**src/rtl/circular_double_ended_queue_macros.svh**
```systemverilog
// Assertion macros shared by the queue RTL.
`ifndef CIRCULAR_DOUBLE_ENDED_QUEUE_MACROS_SVH
`define CIRCULAR_DOUBLE_ENDED_QUEUE_MACROS_SVH

// Clocked on clk, masked while rst is high.
`define CDQ_ASSERT(lbl, prop, msg) \
  lbl: assert property (@(posedge clk) disable iff (rst) prop) else $error(msg);

// Clocked on clk, also checked during reset.
`define CDQ_ASSERT_ALWAYS(lbl, prop, msg) \
  lbl: assert property (@(posedge clk) prop) else $error(msg);

`endif

```
**src/rtl/cdq_pkg.sv**
```systemverilog
// Types and codes of the circular double-ended queue.
package cdq_pkg;

  localparam int DATA_W = 32;
  localparam int OCC_W  = 5;

  localparam logic [2:0] MODE_PUSH_FRONT = 3'd0;
  localparam logic [2:0] MODE_PUSH_REAR  = 3'd1;
  localparam logic [2:0] MODE_POP_FRONT  = 3'd2;
  localparam logic [2:0] MODE_POP_REAR   = 3'd3;
  localparam logic [2:0] MODE_QUERY      = 3'd4;

  localparam logic [1:0] ST_OK    = 2'd0;
  localparam logic [1:0] ST_OVER  = 2'd1;
  localparam logic [1:0] ST_UNDER = 2'd2;

  localparam logic signed [DATA_W-1:0] NO_VALUE = '1;

  typedef struct packed {
    logic [2:0]               mode;
    logic signed [DATA_W-1:0] data_in;
  } cdq_cmd_t;

  typedef struct packed {
    logic [1:0]               status;
    logic signed [DATA_W-1:0] popped_value;
    logic signed [DATA_W-1:0] front_value;
    logic signed [DATA_W-1:0] rear_value;
    logic                     is_empty;
    logic [OCC_W-1:0]         occupancy;
  } cdq_rsp_t;

endpackage

```
**src/rtl/cdq_store.sv**
```systemverilog
// Element store: one write port, two registered read ports with write bypass.
module cdq_store #(
  parameter int DEPTH  = 16,
  parameter int DATA_W = 32
) (
  input  logic                     clk,
  input  logic                     wr_en,
  input  logic [$clog2(DEPTH)-1:0] wr_addr,
  input  logic [DATA_W-1:0]        wr_data,
  input  logic [$clog2(DEPTH)-1:0] rd_addr_a,
  input  logic [$clog2(DEPTH)-1:0] rd_addr_b,
  output logic [DATA_W-1:0]        rd_data_a,
  output logic [DATA_W-1:0]        rd_data_b
);

  logic [DATA_W-1:0] mem [DEPTH];

  always_ff @(posedge clk) begin
    if (wr_en) begin
      mem[wr_addr] <= wr_data;
    end
  end

  // read-during-write to the same slot returns the new value
  always_ff @(posedge clk) begin
    rd_data_a <= (wr_en && (wr_addr == rd_addr_a)) ? wr_data : mem[rd_addr_a];
    rd_data_b <= (wr_en && (wr_addr == rd_addr_b)) ? wr_data : mem[rd_addr_b];
  end

endmodule

```
**src/rtl/circular_double_ended_queue.sv**
```systemverilog
// Top level of the circular double-ended queue.
//
//   channel  dir  handshake            item
//   cmd      in   cmd_valid/cmd_stall  cdq_cmd_t (mode, data_in)
//   rsp      out  rsp_valid/rsp_stall  cdq_rsp_t (status, values, is_empty, occupancy)
//
// One item per cycle while rsp does not stall; accept sets a_valid, then rsp_valid.
// Pointers update at accept; the store reads the next front and rear slots
// into registers on the same edge, so the following item sees them at once.
// Reset clears pointers, count and valids; the store itself is not cleared.
// cmd_stall rises only when both the read stage and rsp hold items and rsp stalls.
`include "circular_double_ended_queue_macros.svh"

module circular_double_ended_queue #(
  parameter int CAPACITY = 16
) (
  input  logic             clk,
  input  logic             rst,
  input  logic             cmd_valid,
  output logic             cmd_stall,
  input  cdq_pkg::cdq_cmd_t cmd,
  output logic             rsp_valid,
  input  logic             rsp_stall,
  output cdq_pkg::cdq_rsp_t rsp
);

  import cdq_pkg::*;

  localparam int AW = $clog2(CAPACITY);
  localparam int CW = $clog2(CAPACITY + 1);
  localparam logic [CW-1:0] FULL  = CW'(CAPACITY);
  localparam logic [AW-1:0] LAST  = AW'(CAPACITY - 1);
  localparam logic [CW-1:0] ONE_C = CW'(1);

  logic [AW-1:0] head, head_next;
  logic [AW-1:0] tail, tail_next;
  logic [CW-1:0] count, count_next;

  logic              wr_en;
  logic [AW-1:0]     wr_addr;
  logic [DATA_W-1:0] rd_head, rd_tail;

  logic                     a_valid;
  logic [1:0]               a_status;
  logic signed [DATA_W-1:0] a_popped;
  logic                     a_empty;
  logic [OCC_W-1:0]         a_occ;

  logic                     cmd_acc, a_move;
  logic                     is_push, is_pop;
  logic [1:0]               status_c;
  logic signed [DATA_W-1:0] popped_c;
  logic [CW+OCC_W-1:0]      occ_wide;

  assign a_move    = a_valid && (!rsp_valid || !rsp_stall);
  assign cmd_stall = a_valid && !a_move;
  assign cmd_acc   = cmd_valid && !cmd_stall;

  assign is_push = (cmd.mode == MODE_PUSH_FRONT) || (cmd.mode == MODE_PUSH_REAR);
  assign is_pop  = (cmd.mode == MODE_POP_FRONT)  || (cmd.mode == MODE_POP_REAR);

  always_comb begin
    head_next = head;
    tail_next = tail;
    count_next = count;
    wr_en = 1'b0;
    wr_addr = head;
    status_c = ST_OK;
    popped_c = NO_VALUE;
    if (cmd_acc) begin
      if (is_push) begin
        if (count == FULL) begin
          status_c = ST_OVER;
        end else if (count == '0) begin
          // empty queue restarts at slot zero
          head_next = '0;
          tail_next = '0;
          wr_addr = '0;
          wr_en = 1'b1;
          count_next = ONE_C;
        end else if (cmd.mode == MODE_PUSH_FRONT) begin
          head_next = (head == '0) ? LAST : head - 1'b1;
          wr_addr = head_next;
          wr_en = 1'b1;
          count_next = count + 1'b1;
        end else begin
          tail_next = (tail == LAST) ? '0 : tail + 1'b1;
          wr_addr = tail_next;
          wr_en = 1'b1;
          count_next = count + 1'b1;
        end
      end else if (is_pop) begin
        if (count == '0) begin
          status_c = ST_UNDER;
        end else if (cmd.mode == MODE_POP_FRONT) begin
          popped_c = rd_head;
          count_next = count - 1'b1;
          if (count != ONE_C) begin
            head_next = (head == LAST) ? '0 : head + 1'b1;
          end
        end else begin
          popped_c = rd_tail;
          count_next = count - 1'b1;
          if (count != ONE_C) begin
            tail_next = (tail == '0) ? LAST : tail - 1'b1;
          end
        end
      end
    end
  end

  assign occ_wide = {{OCC_W{1'b0}}, count_next};

  cdq_store #(
    .DEPTH  (CAPACITY),
    .DATA_W (DATA_W)
  ) u_store (
    .clk       (clk),
    .wr_en     (wr_en),
    .wr_addr   (wr_addr),
    .wr_data   (cmd.data_in),
    .rd_addr_a (head_next),
    .rd_addr_b (tail_next),
    .rd_data_a (rd_head),
    .rd_data_b (rd_tail)
  );

  always_ff @(posedge clk) begin
    if (rst) begin
      head <= '0;
      tail <= '0;
      count <= '0;
    end else begin
      head <= head_next;
      tail <= tail_next;
      count <= count_next;
    end
  end

  // read stage: control fields wait here while the store read completes
  always_ff @(posedge clk) begin
    if (rst) begin
      a_valid <= 1'b0;
    end else if (cmd_acc) begin
      a_valid <= 1'b1;
    end else if (a_move) begin
      a_valid <= 1'b0;
    end
  end

  always_ff @(posedge clk) begin
    if (cmd_acc) begin
      a_status <= status_c;
      a_popped <= popped_c;
      a_empty <= (count_next == '0);
      a_occ <= occ_wide[OCC_W-1:0];
    end
  end

  always_ff @(posedge clk) begin
    if (rst) begin
      rsp_valid <= 1'b0;
    end else if (a_move) begin
      rsp_valid <= 1'b1;
    end else if (!rsp_stall) begin
      rsp_valid <= 1'b0;
    end
  end

  always_ff @(posedge clk) begin
    if (a_move) begin
      rsp.status <= a_status;
      rsp.popped_value <= a_popped;
      rsp.front_value <= a_empty ? NO_VALUE : rd_head;
      rsp.rear_value <= a_empty ? NO_VALUE : rd_tail;
      rsp.is_empty <= a_empty;
      rsp.occupancy <= a_occ;
    end
  end

  `CDQ_ASSERT_ALWAYS(a_count_bound, !rst |-> count <= FULL, "element count above capacity")
  `CDQ_ASSERT(a_idle_hold, !cmd_acc |=> $stable({count, head, tail}), "state moved with no item")
  `CDQ_ASSERT(a_full_push, cmd_acc && is_push && (count == FULL) |=> (a_status == ST_OVER) && $stable(count), "push into full queue not refused")
  `CDQ_ASSERT(a_pop_count, cmd_acc && is_pop && (count != '0) |=> count == $past(count) - 1'b1, "pop did not remove one element")
  `CDQ_ASSERT(a_stall_cause, cmd_stall |-> a_valid && rsp_valid && rsp_stall, "input stalled with room downstream")

endmodule
```
**config.mk**
```make
export PLATFORM = sky130hd
export DESIGN_NAME = circular_double_ended_queue
export DESIGN_NICKNAME = d
export VERILOG_FILES = /design/src/rtl/cdq_pkg.sv /design/src/rtl/cdq_store.sv /design/src/rtl/circular_double_ended_queue.sv
export VERILOG_INCLUDE_DIRS = /design/src /design/src/rtl
export SDC_FILE = /design/constraint.sdc
export NUM_CORES = 1
export LEC_CHECK = 0
export ABC_CLOCK_PERIOD_IN_PS = 10100
export BUFFER_PORTS_ARGS = -buffer_cell sky130_fd_sc_hd__buf_2
export CELL_PAD_IN_SITES_DETAIL_PLACEMENT = 1
export CELL_PAD_IN_SITES_GLOBAL_PLACEMENT = 1
export CORE_UTILIZATION = 48
export DETAILED_ROUTE_END_ITERATION = 8
export PLACE_DENSITY_LB_ADDON = 0.1
export SYNTH_ARGS = -nofsm -noshare
export SYNTH_HDL_FRONTEND = slang
export SYNTH_HIERARCHICAL = 1
export SYNTH_SLANG_ARGS = --single-unit
```
**constraint.sdc**
```tcl
create_clock -name clk -period 10.1 [get_ports clk]
set_input_delay 2.02 -clock clk [delete_from_list [all_inputs] [get_ports clk]]
set_output_delay 2.02 -clock clk [all_outputs]
set_load 0.005 [all_outputs]
```
==> results by stage, run 1 <==
Critical path:
- The endpoint of the lowest-slack register-to-register path is u_store/mem[14][25].
- Data arrives at the worst endpoint at 5.46 ns.
- The signal on the critical path passes through buf_2 -> or3_1 -> nor2_1 -> a21oi_1 -> o32ai_1 -> nand2b_1 -> nor2_4 -> buf_4.
- The slack of the worst reg-to-reg path is 5.93 ns.
- The type of the worst setup path is input port to flop.
- The number of buffers and inverters on the critical path is 2.
- The largest individual stage delay along the critical path comes from the cell sky130_fd_sc_hd__o32ai_1.
- The critical path launch point type is an input port.
- The largest fanout of any net on the critical path is 18.
- The kind of capture point of the worst setup path is a flop.
- The beginning of the worst register-to-register path is count[1].
- The worst register-to-register path has a depth of 10.
- On the worst path, the slowest cell contributes a delay of 0.86 ns.
- The category of cells accounting for the largest share of critical-path delay is simple AND/OR/NAND/NOR gates.
- STA puts the critical path data required time at 10.35 ns.

Drt:
- Wires add up to 77,500 µm.
- The iteration-0 DRC count of the detailed router is 1,462.
- The number of remaining DRC errors is 0.
- The via count is 16.7k.
- The wire length per cell is 29.1 µm.
- The first detailed-routing pass took 6 iterations.
- The number of nets with antenna violations after routing is 0.
- The via density per instance is 6.28.

Finish:
- The antenna cell count is 0.
- From synthesis to final layout, the design area changed by 13.5%.
- In the final layout, the share of cells above drive strength 1 is 0.360.
- The final standard cell area without fillers is 34,000 µm².
- For this run, the post-layout net count is 1,819.
- The number of inserted filler cells in the final layout is 5,487.
- The count of cells in the finished layout, fillers not included, comes to 2,661.
- The final standard cell utilization of the core is 0.551.

Place:
- The worst setup slack before clock tree synthesis is 4.27 ns.
- The count of buffers from port buffering is 144.
- Summed over all nets, the half-perimeter wirelength after detailed placement is 45,000 µm.
- After detailed placement, the design holds a cell count of 2,532.
- Routability-driven placement finished with a final weighted congestion of 0.825.
- The placed standard-cell area is 31,600 µm².

Yosys:
- In this run, synthesis produced a sequential element count of 679.
- The most common cell in the netlist is sky130_fd_sc_hd__edfxtp_1.
- The number of enable-type register cells in the synthesized netlist is 656.
- For this run, the number of Yosys warnings is 6.
- The area share of the largest cell type after synthesis is 0.659.
- After synthesis, the cell types taking the most area are sky130_fd_sc_hd__edfxtp_1, sky130_fd_sc_hd__mux4_2, sky130_fd_sc_hd__a22oi_1.
- The post-synthesis net count is 1,683.
- After synthesis, the netlist uses 65 different library cells.
- The sequential area share after synthesis is 0.674.
- Synthesis produced 1,635 cells.
- Among all flip-flop cells after synthesis, the most frequent one is sky130_fd_sc_hd__edfxtp_1.
- The synthesized area is 29,900 µm².
- The share of async-settable or async-resettable flops after synthesis is 0.
- The biggest area contributor in the post-synthesis netlist is sky130_fd_sc_hd__edfxtp_1.
- The mean instance size in the synthesized netlist is 18.3 µm².
- After synthesis, the most frequently instantiated cells are sky130_fd_sc_hd__edfxtp_1, sky130_fd_sc_hd__mux4_2, sky130_fd_sc_hd__nand2_1.

Global routing:
- In the global route stage, overall resource usage came out at 0.249.
- The initial antenna violation count was 1.
- Summed over all layers, the global routing overflow is 0.
- The via count of the first global-routing pass is 17.8k.
- The wire length of the first global-routing pass is 116,000 µm.
- Entering global routing, the biggest net connects 69 pins.

Power:
- Summed over all cells, the static leakage comes to 0.0105 µW.
- Across the VDD grid, the largest voltage drop is 0.131 mV.
- The power per unit of standard cell area is 186 nW/µm².

CTS:
- The clock-pin slew on the worst setup and hold paths is 0.06 ns.
- The library cell used as clock root buffer is sky130_fd_sc_hd__clkbuf_16.
- Clock tree synthesis inserted a total of 74 buffers.
- The number of gates given a new drive strength after cts is 0.
- TritonCTS built the clock tree.
- The longest clock path from root to sink contains 3 buffers.
- The number of setup buffers added after CTS is 0.
- The number of hold buffers added after CTS is 0.
- The clock insertion delay at the later pin of the skew report is 0.61 ns.
- Clock tree synthesis found a total of 679 sinks.
- The H-tree depth is 3.

Hold path:
- The class of the tightest hold or removal check is flop to flop.
- In this run the most critical hold path is launched from a_popped[27].
- Along the worst hold path, the cell count comes to 0.
- The path with the worst hold slack has its endpoint at rsp[97].

STA:
- The final cycle utilization of the critical path is 0.516.
- Based on the critical path, the design can be clocked at up to 0.192 GHz.
- The clock period could shrink to 5.21 ns.
- The clock arrives with 0.0270 ns of skew.
- Setup slack closes at 4.89 ns.
- The final setup violation count is 0.
- The post-route setup TNS is 0 ns.
- At the pin with the least slew margin, the transition time is 1.38 ns.
- Setup repair after global routing left no endpoint under its margin.
- The number of hold violations in the final report is 0.
- In this run the tightest slew margin relative to its limit is 0.0795.
- The number of max-slew violations in the final report is 0.

Floorplanning:
- The effective utilization at floorplan is 0.485.
- From bottom edge to top edge, the die measures 252 µm.
- In this run the standard cell core region covers 61,600 µm².
- The number of I/O pins is 145.
- The count of standard-cell rows is 91.
- The horizontal extent of the die is 252 µm.
- The floorplan step defined a die boundary enclosing 63,300 µm².

Run status:
- The flow ran to the end, and the final reports show no timing, DRC or antenna violations.

Job:
- The number of maximum-capacitance violations is 0.
## sequential cells by signal, indices dropped and copies added (netlist names), 2 cells and up, named ones only
| register | count |
|---|---|
| a_occ | 5 |
| rsp | 104 |
| a_popped | 32 |
| count | 5 |
| a_status | 2 |
| tail | 4 |
| u_store/mem | 512 |
| head | 4 |
## per-layer routing
| layer | track usage | wire length (µm) | up-vias |
|---|---|---|---|
| met5 | 0 | 10 | - |
| met4 | 0.0735 | 1570 | 2 |
| met3 | 0.0345 | 4410 | 114 |
| met2 | 0.412 | 38600 | 556 |
| met1 | 0.348 | 32900 | 8978 |
| li1 | - | - | 7064 |
## logic make-up after synthesis
family          Yosys count  synth area share
xor+xnor                  1          0.000293
compound gates          198            0.0481
mux                     256             0.193
buf+inv                 138            0.0210
simple gates            354            0.0598
fa+ha+maj                 9           0.00377
flops                   679             0.674
## worst register-to-register path: stages (launching register included)
cell	delay, ns
sky130_fd_sc_hd__dfxtp_1	0.37
sky130_fd_sc_hd__inv_1	0.18
sky130_fd_sc_hd__ha_1	0.30
sky130_fd_sc_hd__or3b_2	0.59
sky130_fd_sc_hd__nand4_1	0.25
sky130_fd_sc_hd__a21oi_1	0.06
sky130_fd_sc_hd__o21ai_0	0.10
sky130_fd_sc_hd__o21ai_0	0.34
sky130_fd_sc_hd__nand2b_1	0.47
sky130_fd_sc_hd__nor2_4	0.67
sky130_fd_sc_hd__buf_4	0.48
## power by group
group | internal (µW) | switching, µW | leakage [µW]
combinational | 201 | 283 | 0.00335
sequential | 3140 | 34.6 | 0.00600
clock | 1540 | 1120 | 0.00117
total | 4880 | 1430 | 0.0105
## layout by cell type (no fill, tap or decap), types with 6 or more instances in the layout
cell type / count
sky130_fd_sc_hd__a21oi_1: 17
sky130_fd_sc_hd__a22oi_1: 132
sky130_fd_sc_hd__a31oi_1: 6
sky130_fd_sc_hd__buf_2: 144
sky130_fd_sc_hd__buf_4: 39
sky130_fd_sc_hd__bufinv_16: 6
sky130_fd_sc_hd__clkbuf_1: 6
sky130_fd_sc_hd__clkbuf_16: 76
sky130_fd_sc_hd__clkinv_1: 11
sky130_fd_sc_hd__clkinv_2: 17
sky130_fd_sc_hd__dfxtp_1: 19
sky130_fd_sc_hd__edfxtp_1: 656
sky130_fd_sc_hd__ha_1: 9
sky130_fd_sc_hd__inv_1: 14
sky130_fd_sc_hd__inv_6: 6
sky130_fd_sc_hd__mux4_2: 256
sky130_fd_sc_hd__nand2_1: 148
sky130_fd_sc_hd__nand3_1: 47
sky130_fd_sc_hd__nor2_1: 13
sky130_fd_sc_hd__nor2_4: 15
sky130_fd_sc_hd__nor2b_1: 7
sky130_fd_sc_hd__nor3_1: 8
sky130_fd_sc_hd__o21ai_0: 12
sky130_fd_sc_hd__or2_2: 66
## worst max-delay path by stage
stage / start / endpoint / cells past startpoint
2_1_floorplan: rsp_stall / rsp[0] / 1
3_3_place_gp: cmd[33] / u_store/mem[15][26] / 9
3_5_place_dp: cmd[33] / u_store/mem[15][25] / 9
4_1_cts: cmd[33] / u_store/mem[15][25] / 9
5_1_grt: cmd[33] / u_store/mem[15][30] / 9
6_report: cmd[33] / u_store/mem[14][25] / 8
## stage by stage
stage	power [µW]	hold slack, ns
final	6310	0.409
after global routing	6490	0.415
after CTS	6380	0.409
after detailed placement	3720	0.406
after global placement	3710	0.401
after floorplan	3540	0.400
## cell type report
| cell class | count | area (µm²) | share of cell area |
|---|---|---|---|
| timing repair buffer | 183 | 1010 | 0.0298 |
| sequential | 679 | 20200 | 0.594 |
| inverter | 15 | 56.3 | 0.00166 |
| clock inverter | 46 | 428 | 0.0126 |
| clock buffer | 83 | 1940 | 0.0571 |
| tap | 837 | 1050 | 0.0308 |
| multi-input combinational | 818 | 9300 | 0.274 |
Note: power is estimated with default switching activity, not from simulation.
==> run 2, diff against run 1 <==
--- a/config.mk
+++ b/config.mk
@@ -6,7 +6,7 @@
 export SDC_FILE = /design/constraint.sdc
 export NUM_CORES = 1
 export LEC_CHECK = 0
-export ABC_CLOCK_PERIOD_IN_PS = 10100
+export ABC_CLOCK_PERIOD_IN_PS = 4500
 export BUFFER_PORTS_ARGS = -buffer_cell sky130_fd_sc_hd__buf_2
 export CELL_PAD_IN_SITES_DETAIL_PLACEMENT = 1
 export CELL_PAD_IN_SITES_GLOBAL_PLACEMENT = 1
==> constraint.sdc (replaced) <==
create_clock -name clk -period 4.5 [get_ports clk]
set_input_delay 0.9 -clock clk [delete_from_list [all_inputs] [get_ports clk]]
set_output_delay 0.9 -clock clk [all_outputs]
set_load 0.005 [all_outputs]
==> run 2 against run 1 <==
Against the previous run:
- core utilization rose by 0.35 points
- power rose by 120%
- critical path depth rose by 2
- combinational power rose by 130%
- largest cell class unchanged
- sequential share of layout area fell by 0.37 points
- highest routed layer is now met4
==> results by stage, run 2 (synthesized netlist as in run 1, its figures left out) <==
CTS:
- The number of buffers inserted during clock tree synthesis is 73 (-1.4%).
- The library cell used as clock root buffer is sky130_fd_sc_hd__clkbuf_16.
- The clock insertion delay at the later pin of the skew report is 0.63 ns (+0.02 ns).
- The H-tree depth was 3 (unchanged).
- The number of gates given a new drive strength after cts is 0 (unchanged).
- The largest buffer count on any clock path is 3 (unchanged).
- The CTS tree is done.
- The clock-pin slew on the worst setup and hold paths is 0.06 ns (about the same).
- The number of setup buffers added after CTS is 0 (unchanged).
- The number of hold buffers added after CTS was 0 (unchanged).
- The number of sinks on the clock net came to 679 (unchanged).

Global routing:
- The via count of the first global-routing pass was 18.1k (+2.1%).
- The global-route usage over all layers came to 0.254 (+0.00454).
- The total congestion overflow after global routing was 0 (unchanged).
- The wire length of the first global-routing pass is 117,000 µm (+1.4%).
- The initial antenna violation count is 1 (unchanged).
- The largest net degree at the start of global routing came to 65 (-5.8%).

Place:
- The count of buffers from port buffering was 144 (unchanged).
- The post-DP HPWL is 49,200 µm (+9.3%).
- The weighted congestion at the end of routability-driven global placement is 0.832 (+0.85%).

Drt:
- The wire length per cell was 29.0 µm (-0.58%).
- The iteration-0 DRC count of the detailed router is 1,320 (-9.7%).
- The number of detailed-routing iterations run before antenna repair is 5 (-1).
- The via count is 16.7k (-0.11%).
- The via density per instance is 6.22 (-0.90%).
- The routed wire length is 77,700 µm (+0.21%).
- The number of nets with antenna violations after routing was 0 (unchanged).
- The number of remaining DRC errors was 0 (unchanged).

Hold path:
- In this run the most critical hold path is launched from a_popped[2].
- The class of the tightest hold or removal check is flop to flop.

Floorplanning:
- The die area came to 63,300 µm² (unchanged).
- The floorplan die height was 252 µm (unchanged).
- The horizontal extent of the die was 252 µm (unchanged).
- The core box area is 61,600 µm² (unchanged).
- The effective utilization at floorplan is 0.485 (unchanged).
- The number of I/O pins is 145 (unchanged).
- The count of standard-cell rows is 91 (unchanged).

Finish:
- From synthesis to final layout, the design area changed by 14.3%.
- In the layout the commonest cells are sky130_fd_sc_hd__edfxtp_1, sky130_fd_sc_hd__mux4_2, sky130_fd_sc_hd__nand2_1, sky130_fd_sc_hd__buf_2, sky130_fd_sc_hd__a22oi_1.
- The number of nets in the finished design was 1,837 (+0.99%).
- The largest registers in the layout are u_store/mem: 512 flops, rsp: 104 flops, a_popped: 32 flops.
- The flip-flop count of the largest register after layout came to 512 (unchanged).
- The proportion of layout cells with a drive suffix above 1 is 0.356 (-0.00464).
- The most common cell after layout, fill and taps aside is sky130_fd_sc_hd__edfxtp_1.
- The antenna cell count is 0 (unchanged).
- Counting flops per register, the top entry is u_store/mem.
- The final standard cell utilization of the core is 0.555 (+0.00347).

Power:
- The peak supply drop is 0.256 mV (+95%).
- The power per unit of standard cell area is 406 nW/µm² (+120%).
- The leakage power total is 0.0106 µW (+0.47%).
- The total power is 13,900 µW (+120%).

STA:
- The worst setup skew after layout is 0.0132 ns (-0.0138 ns).
- The final setup violation count is 0 (unchanged).
- The transition time at the pin with the least slew margin is 1.20 ns (-0.179 ns).
- The highest achievable clock rate is 0.272 GHz.
- The number of max-slew violations in the final report is 0 (unchanged).
- Dividing the final minimum period by the clock period gives 0.818.
- The number of hold violations in the final report is 0 (unchanged).
- The headroom to the max-slew limit is 0.199 (+0.119).
- The post-route setup TNS came to 0 ns (unchanged).
- The shortest period the worst path allows is 3.68 ns.
- Setup repair after global routing left no endpoint under its margin.

Run status:
- The run finished with clean final reports.

Critical path:
- The number of buffers and inverters on the critical path is 2 (unchanged).
- The beginning of the worst register-to-register path is count[1].
- The data required time at the worst endpoint is 4.80 ns (-5.55 ns).
- The critical path starts at count[1].
- The largest fanout of any net on the critical path was 18 (unchanged).
- The critical path launch point type is a flop.
- The endpoint arrival time on the critical path is 3.98 ns (-1.48 ns).
- The slowest stage cell on the critical path is sky130_fd_sc_hd__or3b_2.
- The category of cells accounting for the largest share of critical-path delay is simple AND/OR/NAND/NOR gates.
- The maximum single-stage delay on the critical path came to 0.69 ns (-0.17 ns).
- Traced cell by cell, the critical path runs through inv_1 -> ha_1 -> or3b_2 -> nand4_1 -> nor3_1 -> o21ai_0 -> o21ai_0 -> or3b_2 -> nor3_4 -> buf_4.
- The kind of capture point of the worst setup path is a flop.
- By startpoint and endpoint, the worst setup path is classified as flop to flop.

Job:
- The number of maximum-capacitance violations is 0 (unchanged).
run 2: changes by cell type in the layout (fill, tap and decap cells not counted), sizes merged:
cell / before / now
buf: 183 / 202
bufinv: 6 / 2
clkbuf: 83 / 95
clkinvlp: 2 / 0
inv: 22 / 18
run 2: area by class of cell:
cell class	count	area, µm²
inverters	15	56.3
multi-input cells	818	9310
repair buffers	202	1370
flip-flops and latches	679	20200
well taps	837	1050
clock inverters	36	249
clock buffers	95	1960
fillers	5460	27400
run 2: metal layers:
layer / GRT usage / up-vias / part of all wire
met5: 0 / - / 0
met4: 0.0779 / 0 / 0.022
met3: 0.0371 / 113 / 0.053
met2: 0.425 / 540 / 0.51
met1: 0.346 / 8936 / 0.42
li1: - / 7106 / -
run 2: worst reg2reg max path: cells and delay by family, from the launching register on:
family	cells	cell delay [ns]
flip-flops	1	0.35
adder cells (fa/ha/maj)	1	0.28
buffers and inverters	2	0.49
AO/OA/AOI/OAI	2	0.41
AND/OR/NAND/NOR	5	1.81
run 2: power by group:
part | total (µW) | internal (µW) | switching [µW]
combinational | 1100 | 471 | 633
sequential | 7130 | 7040 | 85.9
clock | 5640 | 3190 | 2450
total | 13900 | 10700 | 3170
run 2: metrics by stage:
stage | hold WS [ns] | cells | instance area, µm² | worst slack, ns
6_report | 0.417 | 2682 | 34200 | 0.819
5_1_grt | 0.424 | 2682 | 34200 | 0.656
4_1_cts | 0.419 | 2682 | 34200 | 0.869
3_5_place_dp | 0.406 | 2551 | 32000 | 0.613
3_3_place_gp | 0.401 | 2551 | 32000 | 0.740
2_1_floorplan | 0.400 | 1635 | 29900 | -0.449
run 2: final timing paths:
check / slack [ns] / cells after the start / end
min: 0.42 / 0 / rsp[72]
max reg2reg: 0.82 / 10 / u_store/mem[0][19]
max: 0.82 / 10 / u_store/mem[0][19]
min reg2reg: 0.42 / 0 / rsp[72]
==> run 3, diff against run 2 <==
--- a/config.mk
+++ b/config.mk
@@ -6,7 +6,7 @@
 export SDC_FILE = /design/constraint.sdc
 export NUM_CORES = 1
 export LEC_CHECK = 0
-export ABC_CLOCK_PERIOD_IN_PS = 4500
+export ABC_CLOCK_PERIOD_IN_PS = 3100
 export BUFFER_PORTS_ARGS = -buffer_cell sky130_fd_sc_hd__buf_2
 export CELL_PAD_IN_SITES_DETAIL_PLACEMENT = 1
 export CELL_PAD_IN_SITES_GLOBAL_PLACEMENT = 1
==> constraint.sdc (replaced) <==
create_clock -name clk -period 3.1 [get_ports clk]
set_input_delay 0.62 -clock clk [delete_from_list [all_inputs] [get_ports clk]]
set_output_delay 0.62 -clock clk [all_outputs]
set_load 0.005 [all_outputs]
==> run 3 against run 2 <==
Against the previous run:
- combinational power rose by 57%
- largest power group unchanged
- sequential share of layout area shrank 1.8 points
- critical path depth is 2 higher
- power grew 48%
==> results by stage, run 3 (synthesized netlist as in run 1, its figures left out) <==
Run status:
- The flow ran to the end, and the final reports show no timing, DRC or antenna violations.

Critical path:
- The beginning of the worst register-to-register path is count[1].
- The data required time at the worst endpoint was 3.42 ns (-1.38 ns).
- The most numerous cell type found on the critical path is sky130_fd_sc_hd__buf_4.
- The endpoint arrival time on the critical path is 3.26 ns (-0.72 ns).
- The slack of the worst reg-to-reg path is 0.16 ns (-0.66 ns).
- The endpoint of the lowest-slack register-to-register path is u_store/mem[14][3].
- The worst reg2reg path depth was 12 (+2).
- The largest fanout of any net on the critical path is 13 (-5).
- The signal on the critical path passes through inv_1 -> ha_4 -> or3b_2 -> nand4_1 -> buf_4 -> a21oi_1 -> o21ai_0 -> o21ai_1 -> nand2b_1 -> buf_4 -> nor2_4 -> buf_12.
- In this run the worst setup path begins at count[1].
- STA classifies the critical path startpoint as a flop.
- The kind of capture point of the worst setup path is a flop.
- The maximum single-stage delay on the critical path came to 0.47 ns (-0.22 ns).
- Among all stages on the critical path, the largest delay is contributed by sky130_fd_sc_hd__or3b_2.
- The worst setup path is of the flop to flop kind.

Finish:
- The final standard cell area without fillers came to 35,200 µm² (+3.2%).
- The flip-flop count of the largest register after layout is 512 (unchanged).
- The register with the highest flop count is u_store/mem.
- Leaving out fill and tap cells, the most frequent cells in the layout are sky130_fd_sc_hd__edfxtp_1, sky130_fd_sc_hd__mux4_2, sky130_fd_sc_hd__nand2_1, sky130_fd_sc_hd__buf_2, sky130_fd_sc_hd__a22oi_1.
- The library cell used most frequently in the layout, excluding fill and tap cells, is sky130_fd_sc_hd__edfxtp_1.
- The final standard cell utilization of the core is 0.572 (+0.0176).
- The area growth from synthesis to final layout is 17.9%.
- The number of nets in the finished design is 1,899 (+3.4%).
- The number of inserted filler cells in the final layout is 5,428 (-0.59%).
- The proportion of layout cells with a drive suffix above 1 is 0.386 (+0.0307).
- In the final layout, the registers with the most flip-flops are u_store/mem: 512 flops, rsp: 104 flops, a_popped: 32 flops.

Floorplanning:
- The horizontal extent of the die is 252 µm (unchanged).
- The floorplan die height is 252 µm (unchanged).
- The die area came to 63,300 µm² (unchanged).
- The effective utilization at floorplan came to 0.485 (unchanged).
- The number of I/O pins is 145 (unchanged).
- The count of standard-cell rows is 91 (unchanged).
- The core box area was 61,600 µm² (unchanged).

Drt:
- The number of remaining DRC errors was 0 (unchanged).
- The via density per instance is 6.26 (+0.52%).
- The routed wire length was 81,200 µm (+4.5%).
- The via count is 17.2k (+2.9%).
- The number of detailed-routing iterations run before antenna repair was 5 (unchanged).
- The number of nets with antenna violations after routing is 0 (unchanged).
- The wire length per cell was 29.6 µm (+2.1%).
- The iteration-0 DRC count of the detailed router is 1,441 (+9.2%).

Global routing:
- The wire length of the first global-routing pass is 121,000 µm (+3.2%).
- The via count of the first global-routing pass is 18.5k (+2.0%).
- The initial antenna violation count is 3 (+2).
- The largest net degree at the start of global routing is 53 (-18%).
- The total congestion overflow after global routing is 0 (unchanged).
- The global-route usage over all layers is 0.263 (+0.00892).

CTS:
- The number of buffers inserted during clock tree synthesis is 72 (-1.4%).
- The H-tree depth is 3 (unchanged).
- TritonCTS built the clock tree.
- The largest buffer count on any clock path came to 3 (unchanged).
- The clock insertion delay at the later pin of the skew report is 0.62 ns (about the same).
- The cell sitting at the root of the clock tree is a sky130_fd_sc_hd__clkbuf_16.
- The number of setup buffers added after CTS is 0 (unchanged).
- The clock-pin slew on the worst setup and hold paths is 0.06 ns (about the same).
- The number of sinks on the clock net is 679 (unchanged).

STA:
- The shortest period the worst path allows is 2.94 ns (-0.737 ns).
- The transition time at the pin with the least slew margin is 1.10 ns (-0.0957 ns).
- The worst setup skew after layout is 0.0170 ns (+0.00376 ns).
- The final cycle utilization of the critical path came to 0.950 (+0.132).
- Setup repair after global routing left no endpoint under its margin.
- The headroom to the max-slew limit is 0.265 (+0.0657).
- The number of max-slew violations in the final report is 0 (unchanged).
- The highest achievable clock rate came to 0.340 GHz (+25%).
- The number of hold violations in the final report is 0 (unchanged).
- The final setup violation count is 0 (unchanged).

Power:
- The peak supply drop came to 0.450 mV (+76%).
- The total power was 20,600 µW (+48%).
- The leakage power total is 0.0110 µW (+4.4%).
- The power per unit of standard cell area was 584 nW/µm² (+44%).

Job:
- The number of maximum-capacitance violations is 0 (unchanged).

Hold path:
- The min-delay analysis places its worst path in the category input port to flop.
- In this run the most critical hold path is launched from rsp_stall.
- The worst-case hold path end point is rsp_valid.
- The worst hold path depth is 3 (+3).

Place:
- The count of buffers from port buffering is 144 (unchanged).
- The weighted congestion at the end of routability-driven global placement is 0.856 (+2.8%).
- The placed standard-cell area is 32,900 µm² (+3.0%).
- The post-DP HPWL is 52,600 µm (+6.9%).
-- run 3: worst max path at each step --
stage,endpoint,slack (ns),cells after the start
floorplan,u_store/mem[8][0],-0.62,10
global placement,u_store/mem[2][19],0.04,10
detailed placement,u_store/mem[12][14],0.02,10
CTS,u_store/mem[2][13],0.08,11
global route,u_store/mem[14][9],0.01,12
finish,u_store/mem[14][3],0.16,12
-- run 3: critical path, delay by kind of cell (launching register included) --
family,cells,cell delay [ns]
DFF,1,0.31
adders and majority gates,1,0.19
buffers and inverters,4,0.71
and+or+nand+nor,4,1.08
AOI/OAI and AO/OA,3,0.35
-- run 3: through the flow --
step           setup WS (ns)  hold WS, ns  setup TNS (ns)  std cells
2_1_floorplan         -0.617        0.400         -134.09       1635
3_3_place_gp          0.0435        0.403               0       2614
3_5_place_dp          0.0195        0.405               0       2614
4_1_cts               0.0791        0.307               0       2745
5_1_grt               0.0131        0.356               0       2746
6_report               0.156        0.325               0       2746
-- run 3: cell type report --
type | count | area (µm²) | area share
diodes | 1 | 2.50 | 0.0000710
clock buffers | 90 | 1930 | 0.0548
clock inverters | 41 | 389 | 0.0110
inverters | 15 | 56.3 | 0.00160
multi-input cells | 818 | 9350 | 0.265
flip-flops and latches | 679 | 20200 | 0.572
well taps | 837 | 1050 | 0.0297
repair buffers | 265 | 2290 | 0.0650
-- run 3: repair_timing --
item                       in CTS  in global routing
gates resized for setup         0                  2
setup endpoints to repair       0                182
hold buffers                    0                  0
-- run 3: metal layers --
metal  wire length, µm  vias up  GRT usage
met5                13        -          0
met4              2180        2     0.0873
met3              3930      120     0.0340
met2             41300      561      0.446
met1             33800     9263      0.354
li1                  -     7237          -
-- run 3: report_power, final --
part	switching [µW]	leakage (µW)	internal (µW)
clock	3620	0.00112	4960
combinational	983	0.00391	747
sequential	79.2	0.00600	10200
total	4680	0.0110	15900
